===== src/keypad_code_lock_assert.svh =====
// Assertion macros shared by the keypad code lock modules.
// Each macro expects clk and rst_n in scope.
`ifndef KEYPAD_CODE_LOCK_ASSERT_SVH
`define KEYPAD_CODE_LOCK_ASSERT_SVH

`ifndef ASSERT_OFF

`define KCL_ASSERT_NEVER(label, cond) \
    label: assert property (@(posedge clk) disable iff (!rst_n) !(cond)) \
        else $error("keypad_code_lock: forbidden condition seen");

`define KCL_ASSERT_IMPLY(label, ante, cons) \
    label: assert property (@(posedge clk) disable iff (!rst_n) (ante) |-> (cons)) \
        else $error("keypad_code_lock: implication failed");

`define KCL_ASSERT_NEXT(label, ante, cons) \
    label: assert property (@(posedge clk) disable iff (!rst_n) (ante) |=> (cons)) \
        else $error("keypad_code_lock: next-cycle check failed");

`else

`define KCL_ASSERT_NEVER(label, cond)
`define KCL_ASSERT_IMPLY(label, ante, cons)
`define KCL_ASSERT_NEXT(label, ante, cons)

`endif

`endif


===== src/kcl_pkg.sv =====
package kcl_pkg;

    localparam int TICK_W     = 24;
    localparam int CODE_W     = 24;
    localparam int CODE_LEN_W = 3;
    localparam int DIGIT_W    = 4;
    localparam int CODE_SLOTS = CODE_W / DIGIT_W;

    localparam int APB_ADDR_W = 4;
    localparam int APB_DATA_W = 32;

    localparam logic [1:0] REG_CODE_DIGITS      = 2'd0;
    localparam logic [1:0] REG_CODE_LENGTH      = 2'd1;
    localparam logic [1:0] REG_KEY_DROP_TICKS   = 2'd2;
    localparam logic [1:0] REG_DOOR_CLOSE_TICKS = 2'd3;

    localparam logic [TICK_W-1:0] TICKS_RESET = TICK_W'(5000);

    localparam logic [DIGIT_W-1:0] KEY_DIGIT_MAX = 4'd9;
    localparam logic [DIGIT_W-1:0] KEY_ASTERISK  = 4'd10;
    localparam logic [DIGIT_W-1:0] KEY_POUND     = 4'd11;

    localparam logic OP_KEY  = 1'b0;
    localparam logic OP_TICK = 1'b1;

    typedef enum logic [1:0] {
        VERDICT_NONE  = 2'd0,
        VERDICT_ERROR = 2'd1,
        VERDICT_OPEN  = 2'd2
    } verdict_t;

    typedef enum logic [1:0] {
        CODE_EV_NONE    = 2'd0,
        CODE_EV_BEEP    = 2'd1,
        CODE_EV_DROPPED = 2'd2,
        CODE_EV_WRONG   = 2'd3
    } code_event_t;

    typedef enum logic [1:0] {
        DOOR_EV_NONE    = 2'd0,
        DOOR_EV_OPENING = 2'd1,
        DOOR_EV_CLOSING = 2'd2
    } door_event_t;

    typedef struct packed {
        logic [CODE_W-1:0]     code_digits;
        logic [CODE_LEN_W-1:0] code_length;
        logic [TICK_W-1:0]     key_drop_ticks;
        logic [TICK_W-1:0]     door_close_ticks;
    } cfg_t;

    typedef struct packed {
        code_event_t code_event;
        door_event_t door_event;
        logic        door_open;
    } result_t;

endpackage


===== src/kcl_regs.sv =====
module kcl_regs (
    input  logic                           clk,
    input  logic                           rst_n,
    input  logic                           psel,
    input  logic                           penable,
    input  logic                           pwrite,
    input  logic [kcl_pkg::APB_ADDR_W-1:0] paddr,
    input  logic [kcl_pkg::APB_DATA_W-1:0] pwdata,
    output logic [kcl_pkg::APB_DATA_W-1:0] prdata,
    output logic                           pready,
    output kcl_pkg::cfg_t                  cfg
);
    import kcl_pkg::*;

    cfg_t       cfg_reg;
    cfg_t       cfg_next;
    logic       wr_en;
    logic [1:0] reg_sel;

    assign pready  = 1'b1;
    assign wr_en   = psel && penable && pwrite;
    assign reg_sel = paddr[3:2];
    assign cfg     = cfg_reg;

    always_comb
    begin
        cfg_next = cfg_reg;
        if (wr_en)
        begin
            case (reg_sel)
                REG_CODE_DIGITS:      cfg_next.code_digits      = pwdata[CODE_W-1:0];
                REG_CODE_LENGTH:      cfg_next.code_length      = pwdata[CODE_LEN_W-1:0];
                REG_KEY_DROP_TICKS:   cfg_next.key_drop_ticks   = pwdata[TICK_W-1:0];
                REG_DOOR_CLOSE_TICKS: cfg_next.door_close_ticks = pwdata[TICK_W-1:0];
                default:              cfg_next = cfg_reg;
            endcase
        end
    end

    always_comb
    begin
        case (reg_sel)
            REG_CODE_DIGITS:      prdata = APB_DATA_W'(cfg_reg.code_digits);
            REG_CODE_LENGTH:      prdata = APB_DATA_W'(cfg_reg.code_length);
            REG_KEY_DROP_TICKS:   prdata = APB_DATA_W'(cfg_reg.key_drop_ticks);
            REG_DOOR_CLOSE_TICKS: prdata = APB_DATA_W'(cfg_reg.door_close_ticks);
            default:              prdata = '0;
        endcase
    end

    always_ff @(posedge clk or negedge rst_n)
    begin
        if (!rst_n)
        begin
            cfg_reg.code_digits      <= '0;
            cfg_reg.code_length      <= '0;
            cfg_reg.key_drop_ticks   <= TICKS_RESET;
            cfg_reg.door_close_ticks <= TICKS_RESET;
        end
        else
        begin
            cfg_reg <= cfg_next;
        end
    end

endmodule


===== src/kcl_core.sv =====
`include "keypad_code_lock_assert.svh"

module kcl_core #(
    parameter int MAX_CODE_DIGITS = 6
) (
    input  logic                          clk,
    input  logic                          rst_n,
    input  logic                          step,
    input  logic                          op,
    input  logic [kcl_pkg::DIGIT_W-1:0]   key,
    input  logic                          sound_busy,
    input  kcl_pkg::cfg_t                 cfg,
    output kcl_pkg::result_t              res
);
    import kcl_pkg::*;

    localparam int CNT_W = $clog2(MAX_CODE_DIGITS + 1);
    localparam int IDX_W = (MAX_CODE_DIGITS > 1) ? $clog2(MAX_CODE_DIGITS) : 1;
    localparam int LEN_W = (CNT_W > CODE_LEN_W) ? CNT_W : CODE_LEN_W;
    localparam logic [LEN_W-1:0] MAX_LEN = LEN_W'(MAX_CODE_DIGITS);
    localparam logic [CNT_W-1:0] MAX_CNT = CNT_W'(MAX_CODE_DIGITS);

    logic [DIGIT_W-1:0] digits_reg [MAX_CODE_DIGITS];
    logic [DIGIT_W-1:0] digits_next [MAX_CODE_DIGITS];
    logic [DIGIT_W-1:0] want [MAX_CODE_DIGITS];

    logic [CNT_W-1:0]  count_reg, count_next;
    verdict_t          verdict_reg, verdict_next;
    logic [TICK_W-1:0] entry_ticks_reg, entry_ticks_next;
    logic [TICK_W-1:0] door_ticks_reg, door_ticks_next;
    logic              door_open_reg, door_open_next;
    logic              digit_wr;
    logic [IDX_W-1:0]  wr_idx;

    logic [LEN_W-1:0]  code_len_ext;
    logic [LEN_W-1:0]  eff_len;
    logic              match;
    result_t           res_next;

    genvar g;
    generate
        for (g = 0; g < MAX_CODE_DIGITS; g++)
        begin : g_want
            if (g < CODE_SLOTS)
            begin : g_slot
                assign want[g] = cfg.code_digits[DIGIT_W*g +: DIGIT_W];
            end
            else
            begin : g_zero
                assign want[g] = '0;
            end
        end
    endgenerate

    assign code_len_ext = LEN_W'(cfg.code_length);
    assign eff_len      = (code_len_ext < MAX_LEN) ? code_len_ext : MAX_LEN;

    always_comb
    begin
        digit_wr = 1'b0;
        wr_idx   = count_reg[IDX_W-1:0];
        for (int i = 0; i < MAX_CODE_DIGITS; i++)
        begin
            digits_next[i] = digits_reg[i];
        end
        if (op == OP_KEY && verdict_reg == VERDICT_NONE && key <= KEY_DIGIT_MAX
            && cfg.code_length != '0 && count_reg < MAX_CNT)
        begin
            digit_wr = 1'b1;
            digits_next[wr_idx] = key;
        end
    end

    always_comb
    begin
        match = 1'b1;
        for (int i = 0; i < MAX_CODE_DIGITS; i++)
        begin
            if (LEN_W'(i) < eff_len && digits_next[i] != want[i])
            begin
                match = 1'b0;
            end
        end
    end

    always_comb
    begin
        count_next       = count_reg;
        verdict_next     = verdict_reg;
        entry_ticks_next = entry_ticks_reg;
        door_ticks_next  = door_ticks_reg;
        door_open_next   = door_open_reg;
        res_next.code_event = CODE_EV_NONE;
        res_next.door_event = DOOR_EV_NONE;

        if (op == OP_KEY)
        begin
            if (verdict_reg == VERDICT_NONE)
            begin
                if (key <= KEY_DIGIT_MAX && cfg.code_length != '0)
                begin
                    res_next.code_event = CODE_EV_BEEP;
                    if (digit_wr)
                    begin
                        count_next = count_reg + 1'b1;
                    end
                    if (LEN_W'(count_next) >= eff_len)
                    begin
                        verdict_next = match ? VERDICT_OPEN : VERDICT_ERROR;
                    end
                    entry_ticks_next = '0;
                end
                else if (key == KEY_ASTERISK)
                begin
                    entry_ticks_next = cfg.key_drop_ticks;
                end
                else if (key == KEY_POUND && cfg.code_length == '0)
                begin
                    verdict_next = VERDICT_OPEN;
                end
            end
        end
        else
        begin
            entry_ticks_next = (entry_ticks_reg == '1) ? entry_ticks_reg
                                                       : entry_ticks_reg + 1'b1;
            door_ticks_next  = (door_ticks_reg == '1) ? door_ticks_reg
                                                      : door_ticks_reg + 1'b1;
            if (door_open_reg && door_ticks_next >= cfg.door_close_ticks)
            begin
                door_open_next      = 1'b0;
                door_ticks_next     = '0;
                res_next.door_event = DOOR_EV_CLOSING;
            end
            if (!sound_busy)
            begin
                case (verdict_reg)
                    VERDICT_NONE:
                    begin
                        if (count_reg != '0 && entry_ticks_next >= cfg.key_drop_ticks)
                        begin
                            count_next          = '0;
                            entry_ticks_next    = '0;
                            res_next.code_event = CODE_EV_DROPPED;
                        end
                    end
                    VERDICT_ERROR:
                    begin
                        res_next.code_event = CODE_EV_WRONG;
                        count_next          = '0;
                        verdict_next        = VERDICT_NONE;
                    end
                    VERDICT_OPEN:
                    begin
                        door_open_next      = 1'b1;
                        door_ticks_next     = '0;
                        res_next.door_event = DOOR_EV_OPENING;
                        count_next          = '0;
                        verdict_next        = VERDICT_NONE;
                    end
                    default:
                    begin
                        count_next   = '0;
                        verdict_next = VERDICT_NONE;
                    end
                endcase
            end
        end
        res_next.door_open = door_open_next;
    end

    assign res = res_next;

    always_ff @(posedge clk or negedge rst_n)
    begin
        if (!rst_n)
        begin
            count_reg       <= '0;
            verdict_reg     <= VERDICT_NONE;
            entry_ticks_reg <= '0;
            door_ticks_reg  <= '0;
            door_open_reg   <= 1'b0;
        end
        else if (step)
        begin
            count_reg       <= count_next;
            verdict_reg     <= verdict_next;
            entry_ticks_reg <= entry_ticks_next;
            door_ticks_reg  <= door_ticks_next;
            door_open_reg   <= door_open_next;
        end
    end

    always_ff @(posedge clk)
    begin
        if (step && digit_wr)
        begin
            digits_reg[wr_idx] <= key;
        end
    end

    `KCL_ASSERT_NEVER(a_count_range, count_reg > MAX_CNT)
    `KCL_ASSERT_IMPLY(a_opening_state, res.door_event == DOOR_EV_OPENING, res.door_open)
    `KCL_ASSERT_NEXT(a_tick_clears_verdict, step && op == OP_TICK && !sound_busy,
                     verdict_reg == VERDICT_NONE)

endmodule


===== src/keypad_code_lock.sv =====
// Keypad code lock.
// Input stream (s_*): one beat is a key press (s_tuser = 0) or a time tick
// (s_tuser = 1); s_tdata carries the key code and the sound-busy flag.
// Output stream (m_*): exactly one result beat per input beat, in order,
// carrying the code event, the door event and the door state after the beat.
// Configuration: APB-style port with the secret code, its length, the entry
// drop timeout and the door close delay; write only while the block is idle.
// A beat accepted into the input register loads the result register when it
// advances, once the result register is empty or being taken, and m_tvalid
// rises with that load. Throughput: one beat per cycle while m_tready is high;
// the state update between the input and result registers is combinational.
// Reset: the entry, verdict, both tick counters and the door state clear;
// the timeouts load 5000 ticks, the code and its length clear.
// Stall: while m_tready is low the result register holds; the input register
// still takes one more beat, then s_tready drops until the result is taken.
module keypad_code_lock #(
    parameter int MAX_CODE_DIGITS = 6
) (
    input  logic                           clk,
    input  logic                           rst_n,
    input  logic                           s_tvalid,
    output logic                           s_tready,
    input  logic [7:0]                     s_tdata,  // [3:0] key, [4] sound_busy
    input  logic                           s_tuser,  // [0] op
    output logic                           m_tvalid,
    input  logic                           m_tready,
    output logic [7:0]                     m_tdata,  // [1:0] code_event, [3:2] door_event,
                                                     // [4] door_open
    input  logic                           psel,
    input  logic                           penable,
    input  logic                           pwrite,
    input  logic [kcl_pkg::APB_ADDR_W-1:0] paddr,
    input  logic [kcl_pkg::APB_DATA_W-1:0] pwdata,
    output logic [kcl_pkg::APB_DATA_W-1:0] prdata,
    output logic                           pready
);
    import kcl_pkg::*;

    cfg_t               cfg;
    result_t            core_res;
    result_t            out_res_reg;
    logic               in_valid_reg;
    logic               in_op_reg;
    logic [DIGIT_W-1:0] in_key_reg;
    logic               in_busy_reg;
    logic               out_valid_reg;
    logic               advance;
    logic               in_take;

    assign advance  = in_valid_reg && (!out_valid_reg || m_tready);
    assign s_tready = !in_valid_reg || advance;
    assign in_take  = s_tvalid && s_tready;
    assign m_tvalid = out_valid_reg;
    assign m_tdata  = {3'b000, out_res_reg.door_open, out_res_reg.door_event,
                       out_res_reg.code_event};

    kcl_regs u_regs (
        .clk     (clk),
        .rst_n   (rst_n),
        .psel    (psel),
        .penable (penable),
        .pwrite  (pwrite),
        .paddr   (paddr),
        .pwdata  (pwdata),
        .prdata  (prdata),
        .pready  (pready),
        .cfg     (cfg)
    );

    kcl_core #(
        .MAX_CODE_DIGITS (MAX_CODE_DIGITS)
    ) u_core (
        .clk        (clk),
        .rst_n      (rst_n),
        .step       (advance),
        .op         (in_op_reg),
        .key        (in_key_reg),
        .sound_busy (in_busy_reg),
        .cfg        (cfg),
        .res        (core_res)
    );

    always_ff @(posedge clk or negedge rst_n)
    begin
        if (!rst_n)
        begin
            in_valid_reg  <= 1'b0;
            out_valid_reg <= 1'b0;
        end
        else
        begin
            if (in_take)
            begin
                in_valid_reg <= 1'b1;
            end
            else if (advance)
            begin
                in_valid_reg <= 1'b0;
            end
            if (advance)
            begin
                out_valid_reg <= 1'b1;
            end
            else if (m_tready)
            begin
                out_valid_reg <= 1'b0;
            end
        end
    end

    always_ff @(posedge clk)
    begin
        if (in_take)
        begin
            in_op_reg   <= s_tuser;
            in_key_reg  <= s_tdata[3:0];
            in_busy_reg <= s_tdata[4];
        end
        if (advance)
        begin
            out_res_reg <= core_res;
        end
    end

    `KCL_ASSERT_IMPLY(a_ready_when_empty, !in_valid_reg, s_tready)
    `KCL_ASSERT_NEXT(a_result_follows, advance, m_tvalid)
    `KCL_ASSERT_NEXT(a_hold_stalled, m_tvalid && !m_tready, m_tvalid)

endmodule

===== config.mk =====
export PLATFORM = sky130hd
export DESIGN_NAME = keypad_code_lock
export DESIGN_NICKNAME = d
export VERILOG_FILES = /design/src/kcl_pkg.sv /design/src/kcl_regs.sv /design/src/kcl_core.sv /design/src/keypad_code_lock.sv
export VERILOG_INCLUDE_DIRS = /design/src /design/src/src
export SDC_FILE = /design/constraint.sdc
export NUM_CORES = 1
export LEC_CHECK = 0
export BUFFER_PORTS_ARGS = -buffer_cell sky130_fd_sc_hd__buf_2
export CAP_MARGIN = 0
export CORE_UTILIZATION = 47
export CTS_CLUSTER_DIAMETER = 50
export DETAILED_ROUTE_END_ITERATION = 6
export PLACE_DENSITY = 0.71
export SYNTH_ARGS = -nofsm -noshare
export SYNTH_HDL_FRONTEND = slang
export SYNTH_SLANG_ARGS = --single-unit

===== constraint.sdc =====
create_clock -name clk -period 7.71 [get_ports clk]
set_clock_uncertainty 0.15 [all_clocks]
set_input_delay 0 -clock clk [delete_from_list [all_inputs] [get_ports clk]]
set_output_delay 0 -clock clk [all_outputs]
set_load 0.02 [all_outputs]

=== Yosys cells after proc, flatten, opt, wreduce, memory -nomap -nowiden ===
Memory sizes are Yosys's and may differ from the RTL's.
Index checks and enable logic that the tools add are counted.
Widths: inputs -> output; s select.

* Bits in registers: 142
* RAM bits: 24
* Bits of input ports: 52
* Output and inout bits: 43
* Word-level logic and storage cells: 162
* Memories: 1

* $add $sub $neg: 3
* Magnitude comparators: 14
* Eq/ne operators: 20
* Mux-type cells: 62
* Bitwise logic cells: 2
* Reductions and logical operators: 43

{| class="wikitable"
|+ Memories
! name !! words !! width !! read ports !! clocked after memory_dff !! write ports !! RTL line !! source
|-
| u_core.digits_reg || 6 || 4 || 6 || 0 || 1 || kcl_core.sv:23 || <nowiki>logic [DIGIT_W-1:0] digits_reg [MAX_CODE_DIGITS];</nowiki>
|}

{| class="wikitable"
|+ Operators by type and width
! operator !! count
|-
| $mux 24 || 13
|-
| $pmux 32 s4 || 1
|-
| $add 24x1->24 const B || 2
|-
| $eq 24x24->1 const B || 2
|-
| $ge 24x24->1 || 2
|-
| $mux 3 || 11
|-
| $mux 2 || 14
|-
| $bwmux 24 || 1
|-
| $ne 4x4->1 || 6
|-
| $logic_and 1x1->1 || 20
|-
| $mux 1 || 18
|-
| $demux 4 s3 || 1
|-
| $reduce_bool 3->1 || 4
|-
| $reduce_and 2->1 || 5
|-
| $eq 4x4->1 const B || 2
|-
| $mux 4 || 2
|-
| $reduce_bool 2->1 || 4
|-
| $reduce_and 7->1 || 1
|-
| $eq 2x2->1 const B || 3
|-
| $lt 1x3->1 const A || 2
|-
| $lt 2x3->1 const A || 2
|-
| $lt 3x3->1 const A || 2
|-
| $lt 3x3->1 const B || 2
|-
| $ne 3x3->1 const B || 2
|-
| other kinds (17) || 22
|}

=== Logic depth before layout (Yosys ltp) ===
Gate-level depths: netlist of the first run.

* Depth after elaboration: 20
* Depth in mapped cells: 21
* Gate-level depth less buffers: 18

=== Hierarchy ===
From an unflattened synthesis of the first run, not the netlist that was laid out.

* Cell total of the unflattened synthesis: 1020
* Area total of the unflattened synthesis: 10550.1 µm²

{| class="wikitable"
|+ Modules (own cells, without submodules)
! module !! instances !! cells an instance !! area an instance (µm²) !! sequential area each (µm²)
|-
| kcl_core || 1 || 768 || 6545.0 || 2072.0
|-
| kcl_regs || 1 || 229 || 3544.6 || 1889.3
|-
| keypad_code_lock || 1 || 23 || 460.4 || 380.4
|}

=== Least setup slack after synthesis of the first run ===
OpenSTA, ideal clock, no wires.

* Kind: reg2reg
* From: register u_core.door_ticks_reg[17]
* To: register u_core.door_ticks_reg[10]
* Setup time: 132 ps
* Arrival: 4195 ps
* Data required time: 7428 ps
* Slack: 3232 ps
* Cell stages (with the launch flop): 21
* Buffers on the path: 3
* Clock period less this slack: 4478 ps
* Cell sequence: dfrtp_1 clkbuf_1 nand4_1 nor4_1 nand4_1 and4_1 and3_1 clkbuf_1 nand4_1 nand2_1 ha_1 nand4_1 nor2_1 nand3_1 a21oi_1 a21oi_1 o21ai_1 a211oi_1 o21ai_1 clkbuf_1 o22ai_1

* Word-level cells in the longest chain between the ends: 7
* Elaborated cells between the ends (all ways): 8
* Classes of those cells: add/sub (1); order compare (1); eq/ne (1); mux (4); reduce/logical (1)

{| class="wikitable"
|+ Ends and longest elaborated chain
! what !! RTL line !! source
|-
| from (decl) || kcl_core.sv:30 || <nowiki>logic [TICK_W-1:0] door_ticks_reg, door_ticks_next;</nowiki>
|-
| from (signal assigned) || kcl_core.sv:189 || <nowiki>door_ticks_reg <= door_ticks_next;</nowiki>
|-
| $add 24x1->24 / $eq 24x24->1 (equally long branches) || kcl_core.sv:128, kcl_core.sv:127 ||
|-
| $mux 24 (*) || kcl_core.sv:127 || <nowiki>door_ticks_next = (door_ticks_reg == '1) ? door_ticks_reg</nowiki>
|-
| $ge 24x24->1 || kcl_core.sv:129 || <nowiki>if (door_open_reg && door_ticks_next >= cfg.door_close_ticks)</nowiki>
|-
| $logic_and 1x1->1 || kcl_core.sv:129 ||
|-
| $mux 24 (*) || kcl_core.sv:129 ||
|-
| $mux 24 || kcl_core.sv:137 || <nowiki>case (verdict_reg)</nowiki>
|-
| $mux 24 (*) || kcl_core.sv:135 || <nowiki>if (!sound_busy)</nowiki>
|}

Mark *: on every way between the ends. The rest lies on a longest branch, timed or not.
A chain may end at the register's enable or synchronous reset.

=== Worst setup path in the final report of the first run ===
* From: register u_core.door_ticks_reg[9]
* To: register u_core.door_ticks_reg[11]

Same word-level chain as after synthesis.

==> flow_metrics.env, run 1 <==
export IMPL_clk_path_buf_depth=2
export IMPL_nFillCells=1969
export IMPL_fin_crit_ps=5290
export IMPL_synth_enable_flop_cells=35
export IMPL_grt_pass1_vias=8793
export IMPL_critPathRequiredTime_ps=7880
export IMPL_row_count=54
export IMPL_async_flop_share=0.789
export IMPL_yosysSeqAreaShare=0.406
export IMPL_fmax_mhz=189
export IMPL_start_kind="register"
export IMPL_ctsResizeCount=0
export IMPL_drt_vias_per_instance=6.02
export IMPL_final_setup_viol_count=0
export IMPL_wl_per_cell_um=19.4
export IMPL_design_core_area_um2=22100
export IMPL_netlist_cell_type_count=68
export IMPL_setup_worst_path_end_class="register"
export IMPL_max_slew_worst_pin_slew_ps=990
export IMPL_dp_hpwl_mm=21.1
export IMPL_antenna_left=0
export IMPL_grt_antenna_before_repair=0
export IMPL_syn_to_final_growth_pct=14.1
export IMPL_met3_usage=0.0451
export IMPL_overflow=0
export IMPL_first_iter_violations=907
export IMPL_die_area_um2=23400
export IMPL_avgSynthCellArea_um2=8.97
export IMPL_min_delay_path_class="in -> async"
export IMPL_powerDensity_nw_per_um2=286
export IMPL_post_route_util=0.552
export IMPL_cts_tree="yes"
export IMPL_vdd_drop_max_v=0.000123
export IMPL_r2r_slack_ps=2420
export IMPL_synth_warnings=0
export IMPL_status="finished, final reports clean"
export IMPL_syn_area_um2=10700
export IMPL_cts_sinks=166
export IMPL_cts_buffers=17
export IMPL_largest_reg_flops=75
export IMPL_reg2regPathDepth=18
export IMPL_met1_usage=0.376
export IMPL_clk_latency_ps=450
export IMPL_drive_above_1_share=0.143
export IMPL_synth_main_ff_cell="dfrtp_1"
export IMPL_wl_mm=30.3
export IMPL_p_leak_nw=5.32
export IMPL_ys_ff_latch=166
export IMPL_gp_congestion=0.894
export IMPL_final_cell_mix="135 x nand2_1, 121 x dfrtp_1, 111 x o21ai_0, 96 x inv_1"
export IMPL_nets=1380
export IMPL_slew_headroom=0.339
export IMPL_dr_pass1_iters=6
export IMPL_grtUsageMet2=0.410
export IMPL_rr_endpoint="u_core.door_ticks_reg[11]$_DFFE_PN0P_"
export IMPL_dieHeight_um=153
export IMPL_htreeDepth=4
export IMPL_grt_max_degree=85
export IMPL_antenna_cells=0
export IMPL_track_usage=0.266
export IMPL_fin_tns_setup_ps=0
export IMPL_cp_data_arrival_time_ps=5460
export IMPL_numPortBuffers=69
export IMPL_maxCapViolations=0
export IMPL_final_common_cell="nand2_1"
export IMPL_report_final_slew_viol_count=0
export IMPL_r2r_start="u_core.door_ticks_reg[9]$_DFFE_PN0P_"
export IMPL_initial_core_util=0.484
export IMPL_cp_max_fo=11
export IMPL_grt_busiest_layer="met2"
export IMPL_post_route_period_util=0.686
export IMPL_finalHoldViolations=0
export IMPL_critPathLaunch="u_core.door_ticks_reg[9]$_DFFE_PN0P_"
export IMPL_die_width_um=153
export IMPL_path_clk_slew_ps=80
export IMPL_rsz0062_at_grt="no"
export IMPL_routed_via_count=9428
export IMPL_ioPinCount=95
export IMPL_critPathKind="reg -> reg"
export IMPL_clockRootBuffer="clkbuf_16"
export IMPL_syn_inst=1192
export IMPL_grt_first_pass_wirelength_mm=48.3
export IMPL_drc_errors=0
==> cell usage after synthesis (11+ instances only) <==
cell type / instances / area [um^2]
xor2_1: 13 / 114
o22ai_1: 37 / 231
xnor2_1: 25 / 219
a21oi_1: 66 / 330
nor2_1: 70 / 263
a211oi_1: 12 / 90.1
nand3_1: 24 / 120
ha_1: 55 / 688
nor3_1: 15 / 75.1
dfrtp_1: 121 / 3030
a21o_1: 17 / 128
o21ai_0: 112 / 561
edfxtp_1: 35 / 1050
nand2_1: 135 / 507
mux2_2: 40 / 450
buf_4: 12 / 90.1
and3_1: 11 / 68.8
nor2b_1: 12 / 75.1
mux2i_1: 30 / 300
inv_1: 96 / 360
nand4_1: 29 / 181
nand2b_1: 23 / 144
clkbuf_1: 44 / 165
==> routing by layer <==
layer	share of wire	vias up
met4	0.029	0
met3	0.063	59
li1	-	4444
met1	0.45	4541
met5	0	-
met2	0.46	384
==> report_power, final <==
group | internal [mW] | switching, mW
Sequential | 1.11 | 0.269
Combinational | 0.517 | 0.737
Clock | 0.432 | 0.420
==> how the worst max path moves through the flow <==
stage / endpoint / slack [ps]
4_1_cts: u_core.door_ticks_reg[8]$_DFFE_PN0P_ / 2570
2_1_floorplan: u_core.door_ticks_reg[10]$_DFFE_PN0P_ / 3230
3_5_place_dp: u_core.door_ticks_reg[18]$_DFFE_PN0P_ / 2610
5_1_grt: u_core.door_ticks_reg[10]$_DFFE_PN0P_ / 1900
6_report: u_core.door_ticks_reg[11]$_DFFE_PN0P_ / 2420
3_3_place_gp: u_core.door_ticks_reg[0]$_DFFE_PN0P_ / 2610
==> area by class of cell <==
| class | instances | area (um^2) | area share |
|---|---|---|---|
| inverters | 96 | 360 | 0.0295 |
| repair buffers | 118 | 812 | 0.0665 |
| well taps | 280 | 350 | 0.0287 |
| clock inverters | 15 | 163 | 0.0133 |
| multi-input cells | 874 | 5750 | 0.471 |
| flip-flops and latches | 166 | 4340 | 0.356 |
| clock buffers | 17 | 425 | 0.0349 |
==> cell families after synthesis <==
family / after synthesis / synth area share
adder cells (fa/ha/maj): 55 / 0.0644
flip-flops: 166 / 0.406
XOR/XNOR: 38 / 0.0311
AO/OA/AOI/OAI: 313 / 0.181
multiplexers: 73 / 0.0765
buffers and inverters: 162 / 0.0617
AND/OR/NAND/NOR: 383 / 0.179
other: 2 / 0.000702
==> repair_timing <==
item / 4_1_cts / 5_1_grt
hold buffers: 37 / 0
buffers inserted: 0 / 0
hold endpoints to repair: 172 / 0
==> critical path, cell delays in order (launching register included) <==
cell and delay [ps]:
dfrtp_1 440, nand4_1 190, nor4_1 560, nand4_1 410, and4_1 400, and3_1 290, nand4_1 150, nand2_1 80
ha_1 300, nand4_1 130, nor2_1 160, nand3_1 110, a21oi_1 130, a21oi_1 100, o21ai_1 550, a211oi_1 180
o21ai_1 440, buf_4 290, o22ai_1 100
==> per-stage QoR <==
step	std cells	setup slack, ps	hold slack, ps	cell area, um^2	total power [mW]
4_1_cts	1566	2570	10.1	12200	3.47
3_3_place_gp	1497	2610	-29.9	11200	2.55
6_report	1566	2420	18.0	12200	3.49
3_5_place_dp	1497	2610	-22.9	11200	2.59
5_1_grt	1566	1900	68.8	12200	3.72
2_1_floorplan	1202	3230	-446	10700	2.21
Note: power is estimated with default switching activity, not from simulation.
==> inputs of run 2 (changes only) <==
- ABC_AREA: default -> 1
- PLACE_DENSITY: 0.71 -> 0.74
- clock period: 7.71 -> 4.7 ns (I/O delays scaled with it)
==> flow_metrics.env, run 2 <==
export IMPL_ys_ff_latch=166
export IMPL_first_iter_violations=899
export IMPL_synth_most_common_cell="nand2_1"
export IMPL_crit_top_cell="nand2_1"
export IMPL_cts_sinks=166
export IMPL_cp_max_fo=8
export IMPL_dp_hpwl_mm=22.8
export IMPL_clk_latency_ps=440
export IMPL_synth_warnings=0
export IMPL_row_count=55
export IMPL_syn_to_final_growth_pct=14.8
export IMPL_drc_errors=0
export IMPL_antenna_left=0
export IMPL_rsz0062_at_grt="no"
export IMPL_syn_area_um2=10900
export IMPL_die_width_um=154
export IMPL_ioPinCount=95
export IMPL_synth_main_ff_cell="dfrtp_1"
export IMPL_nets=1679
export IMPL_antenna_cells=0
export IMPL_yosys_area_top_type="dfrtp_1"
export IMPL_wl_per_cell_um=16.7
export IMPL_report_final_slew_viol_count=0
export IMPL_yosysSeqAreaShare=0.398
export IMPL_grt_first_pass_wirelength_mm=50.2
export IMPL_min_delay_path_class="in -> async"
export IMPL_grt_antenna_before_repair=0
export IMPL_synth_enable_flop_cells=35
export IMPL_gp_congestion=0.938
export IMPL_reg2regPathDepth=23
export IMPL_final_common_cell="nand2_1"
export IMPL_htreeDepth=4
export IMPL_grt_pass1_vias=9575
export IMPL_dieHeight_um=154
export IMPL_clk_path_buf_depth=2
export IMPL_stdcell_area_um2=12500
export IMPL_slew_headroom=0.343
export IMPL_clockRootBuffer="clkbuf_16"
export IMPL_synthTopCellsByCount="423 x nand2_1, 201 x inv_1, 121 x dfrtp_1, 119 x o21ai_0, 97 x nor2_1"
export IMPL_netlist_cell_type_count=44
export IMPL_r2r_start="u_core.door_ticks_reg[0]$_DFFE_PN0P_"
export IMPL_critPathKind="reg -> reg"
export IMPL_slowest_stage="nor3_1"
export IMPL_powerDensity_nw_per_um2=503
export IMPL_yosysTopAreaCellShare=0.278
export IMPL_overflow=0
export IMPL_nFillCells=2119
export IMPL_numPortBuffers=69
export IMPL_path_clk_slew_ps=70
export IMPL_cp_data_arrival_time_ps=4450
export IMPL_p_leak_nw=6.21
export IMPL_syn_inst=1473
export IMPL_vdd_drop_max_v=0.000242
export IMPL_final_setup_viol_count=0
export IMPL_fin_crit_ps=4300
export IMPL_cpPeakStageDelay_ps=470
export IMPL_start_kind="register"
export IMPL_largest_reg_flops=75
export IMPL_drt_vias_per_instance=5.54
export IMPL_r2r_slack_ps=400
export IMPL_fin_tns_setup_ps=0
export IMPL_rr_endpoint="u_core.door_ticks_reg[17]$_DFFE_PN0P_"
export IMPL_drive_above_1_share=0.100
export IMPL_finalHoldViolations=0
export IMPL_path_delay_family="simple AND/OR/NAND/NOR gates"
export IMPL_ctsResizeCount=0
export IMPL_cts_buffers=17
export IMPL_worstPathCellList="ha_1, nand2_1, nor3_1, nand4_1, nor2_2, buf_4, nor3_1, nand2_1, nor3_2, nand2_1, nand2_1, nand2_1, ha_1, nand2_1, nor3_1, nand4_1, nand4_1, nand2_1, nand2_1, inv_1, buf_4, nand2_1, o21ai_0"
export IMPL_fmax_mhz=233
export IMPL_post_dp_cell_area_um2=11500
export IMPL_post_route_period_util=0.914
export IMPL_critPathLaunch="u_core.door_ticks_reg[0]$_DFFE_PN0P_"
export IMPL_crit_path_end="u_core.door_ticks_reg[17]$_DFFE_PN0P_"
export IMPL_wl_mm=31.3
export IMPL_synth_area_top_cells="dfrtp_1 28%, nand2_1 15%, edfxtp_1 9.6%"
export IMPL_routed_via_count=10400
export IMPL_setup_worst_path_end_class="register"
export IMPL_track_usage=0.270
export IMPL_die_area_um2=23800
export IMPL_max_slew_worst_pin_slew_ps=983
export IMPL_final_cell_mix="423 x nand2_1, 201 x inv_1, 121 x dfrtp_1, 119 x o21ai_0, 97 x nor2_1"
export IMPL_status="finished, final reports clean"
export IMPL_avgSynthCellArea_um2=7.40
export IMPL_design_core_area_um2=22700
export IMPL_crit_buf_inv=3
export IMPL_critPathRequiredTime_ps=4850
export IMPL_initial_core_util=0.480
export IMPL_grt_max_degree=93
export IMPL_dr_pass1_iters=5
export IMPL_cp_depth=23
export IMPL_async_flop_share=0.789
export IMPL_maxCapViolations=0
export IMPL_cts_tree="yes"
[run 2: logic make-up after synthesis]
family | share of synthesized area
flops | 0.398
fa+ha+maj | 0.0631
xor+xnor | 0.0297
other cells | 0.000689
compound gates | 0.130
buf+inv | 0.101
simple gates | 0.278
[run 2: per-stage QoR]
step	hold slack, ps	total power [mW]	setup WS, ps	util	cells
CTS	32.2	6.27	491	0.551	1870
global route	77.5	6.76	12.1	0.551	1870
finish	52.0	6.30	403	0.551	1870
global placement	5.39	4.64	654	0.505	1796
floorplan	-446	4.01	1250	-	1483
detailed placement	-2.37	4.73	536	0.505	1796
[run 2: layer usage]
metal	global-route usage	part of all wire
met5	0	0
met4	0.0962	0.025
met1	0.367	0.44
met3	0.0398	0.070
met2	0.439	0.46
[run 2: worst min path at each step]
stage | startpoint | endpoint | slack (ps)
2_1_floorplan | rst_n | in_valid_reg$_DFFE_PN0P_ | -450
3_3_place_gp | rst_n | u_core.door_ticks_reg[5]$_DFFE_PN0P_ | 5
3_5_place_dp | rst_n | u_core.door_ticks_reg[4]$_DFFE_PN0P_ | -2
4_1_cts | pwrite | u_regs.cfg[50]$_DFFE_PN0P_ | 30
5_1_grt | pwrite | u_regs.cfg[50]$_DFFE_PN0P_ | 80
6_report | rst_n | u_core.door_ticks_reg[4]$_DFFE_PN0P_ | 50
[run 2: timing repair]
| action | 4_1_cts | 5_1_grt |
|---|---|---|
| hold buffers | 42 | 0 |
| endpoints found under the setup margin | 0 | 0 |
| hold endpoints to repair | 179 | 0 |
| setup buffers | 0 | 0 |
[run 2: layout make-up]
class | instances | area, um^2 | area share
inverters | 211 | 792 | 0.0633
clock buffers | 18 | 429 | 0.0343
clock inverters | 14 | 185 | 0.0148
well taps | 285 | 357 | 0.0285
flip-flops and latches | 166 | 4340 | 0.347
multi-input cells | 1047 | 5500 | 0.440
repair buffers | 129 | 907 | 0.0725
[run 2: where the power goes]
| part | leakage, nW | switching, mW | internal, mW |
|---|---|---|---|
| sequential | 1.96 | 0.411 | 1.84 |
| combinational | 3.95 | 1.64 | 0.909 |
| clock | 0.305 | 0.640 | 0.855 |
==> inputs of run 3 (changes only) <==
- ABC_AREA: 1 -> 0
==> flow_metrics.env, run 3 (synthesis results as in run 1) <==
export IMPL_status="finished, final reports clean"
export IMPL_largest_reg_flops=75
export IMPL_cp_max_fo=38
export IMPL_clk_path_buf_depth=2
export IMPL_nets=1391
export IMPL_critPathRequiredTime_ps=4880
export IMPL_htreeDepth=4
export IMPL_gp_congestion=0.876
export IMPL_min_delay_path_class="in -> async"
export IMPL_grt_first_pass_wirelength_mm=48.7
export IMPL_reg2regPathDepth=18
export IMPL_antenna_left=0
export IMPL_drt_vias_per_instance=6.03
export IMPL_post_route_period_util=0.943
export IMPL_first_iter_violations=961
export IMPL_whs_ps=76.1
export IMPL_finalHoldViolations=0
export IMPL_setup_worst_path_end_class="register"
export IMPL_track_usage=0.265
export IMPL_fmax_mhz=226
export IMPL_die_area_um2=23400
export IMPL_antenna_cells=0
export IMPL_drc_errors=0
export IMPL_rr_endpoint="u_core.entry_ticks_reg[0]$_DFFE_PN0P_"
export IMPL_ioPinCount=95
export IMPL_critPathKind="reg -> reg"
export IMPL_wl_per_cell_um=19.3
export IMPL_cp_data_arrival_time_ps=4610
export IMPL_routed_via_count=9509
export IMPL_dieHeight_um=153
export IMPL_rsz0062_at_grt="no"
export IMPL_dr_pass1_iters=6
export IMPL_cts_setup_buffers=0
export IMPL_dp_hpwl_mm=21.3
export IMPL_report_final_slew_viol_count=0
export IMPL_numPortBuffers=69
export IMPL_initial_core_util=0.484
export IMPL_final_common_cell="nand2_1"
export IMPL_cts_sinks=166
export IMPL_syn_to_final_growth_pct=15.3
export IMPL_design_core_area_um2=22100
export IMPL_grt_pass1_vias=9185
export IMPL_final_cell_mix="135 x nand2_1, 121 x dfrtp_1, 111 x o21ai_0, 96 x inv_1, 69 x nor2_1"
export IMPL_r2r_start="u_core.entry_ticks_reg[0]$_DFFE_PN0P_"
export IMPL_slowest_stage="dfrtp_1"
export IMPL_p_leak_nw=5.38
export IMPL_grt_antenna_before_repair=0
export IMPL_vdd_drop_max_v=0.000298
export IMPL_cts_buffers=17
export IMPL_overflow=0
export IMPL_clockRootBuffer="clkbuf_16"
export IMPL_fin_tns_setup_ps=0
export IMPL_clk_latency_ps=430
export IMPL_cpPeakStageDelay_ps=440
export IMPL_maxCapViolations=0
export IMPL_start_kind="register"
export IMPL_drive_above_1_share=0.155
export IMPL_crit_path_end="u_core.entry_ticks_reg[0]$_DFFE_PN0P_"
export IMPL_critPathLaunch="u_core.entry_ticks_reg[0]$_DFFE_PN0P_"
export IMPL_wl_mm=30.4
export IMPL_final_setup_viol_count=0
export IMPL_worstPathCellList="ha_1, and3_1, a311o_1, nor2_1, nand3_2, nor2_1, xor2_1, ha_1, a21o_1, a21o_1, a21oi_1, o21ai_0, nand2b_1, o311ai_2, buf_4, nor3b_1, a21oi_1, o21ai_0"
export IMPL_r2r_slack_ps=270
export IMPL_die_width_um=153
export IMPL_path_clk_slew_ps=70
export IMPL_grt_max_degree=90
export IMPL_slew_headroom=0.297
export IMPL_powerDensity_nw_per_um2=469
export IMPL_cts_tree="yes"
export IMPL_row_count=54
export IMPL_max_slew_worst_pin_slew_ps=1050
export IMPL_fin_crit_ps=4430
## run 3: cell count changes in the layout (fill, tap and decap cells not counted), sizes merged, moves of 22 or more
cell,change
mux2,+40
o22ai,+31
nand2,-289
nor2,-35
a21oi,-28
mux2i,+30
o221ai,-22
inv,-123
nand2b,+23
nand3,-28
## run 3: layout make-up
cell class	instances	area [um^2]
inverter	96	360
timing repair buffer	129	887
fill	1848	9760
sequential	166	4340
tap	280	350
clock inverter	12	154
clock buffer	20	437
multi-input combinational	874	5800
## run 3: through the flow
step | cell area, um^2 | worst slack, ps | instances | utilization | power [mW]
after detailed placement | 11400 | 186 | 1511 | 0.514 | 4.28
after global routing | 12300 | 8.09 | 1577 | 0.558 | 6.14
after CTS | 12300 | 142 | 1577 | 0.556 | 5.75
after global placement | 11400 | 279 | 1511 | 0.514 | 4.21
after floorplan | 10700 | 222 | 1202 | - | 3.62
final | 12300 | 270 | 1577 | 0.558 | 5.78
## run 3: worst min-delay path by stage
stage                          start                               endpoint  slack [ps]
final                          rst_n  u_core.entry_ticks_reg[8]$_DFFE_PN0P_          80
after global routing      s_tdata[4]                  in_busy_reg$_DFFE_PP_         120
after CTS                    penable             u_regs.cfg[25]$_DFFE_PN0P_          60
after detailed placement       rst_n  u_core.entry_ticks_reg[8]$_DFFE_PN0P_          -5
after global placement         rst_n  u_core.entry_ticks_reg[7]$_DFFE_PN0P_          -8
after floorplan                rst_n               in_valid_reg$_DFFE_PN0P_        -450
## run 3: layer usage
| metal | global-route usage | share of wire | vias to the layer above |
|---|---|---|---|
| met5 | 0 | 0 | - |
| met4 | 0.130 | 0.039 | 0 |
| met3 | 0.0377 | 0.056 | 53 |
| met2 | 0.410 | 0.46 | 373 |
| met1 | 0.365 | 0.44 | 4616 |
| li1 | - | - | 4467 |
## run 3: power by group
| part | total (mW) | switching, mW | internal, mW | leakage (nW) |
|---|---|---|---|---|
| registers | 2.26 | 0.435 | 1.82 | 1.93 |
| clock network | 1.43 | 0.593 | 0.835 | 0.270 |
| logic | 2.10 | 1.23 | 0.863 | 3.18 |
| total | 5.78 | 2.26 | 3.52 | 5.38 |
## run 3: timing repair
action	in CTS	in global routing
resized for setup	0	9
setup endpoints to repair	0	34
hold buffers	34	0
endpoints found under the hold margin	177	0
## run 3: critical path: cells and delay by family (launching register included)
| kind | cells | cell delay, ps |
|---|---|---|
| compound gates | 8 | 1490 |
| xor+xnor | 1 | 170 |
| fa+ha+maj | 2 | 560 |
| buf+inv | 1 | 270 |
| flops | 1 | 440 |
| simple gates | 6 | 1250 |
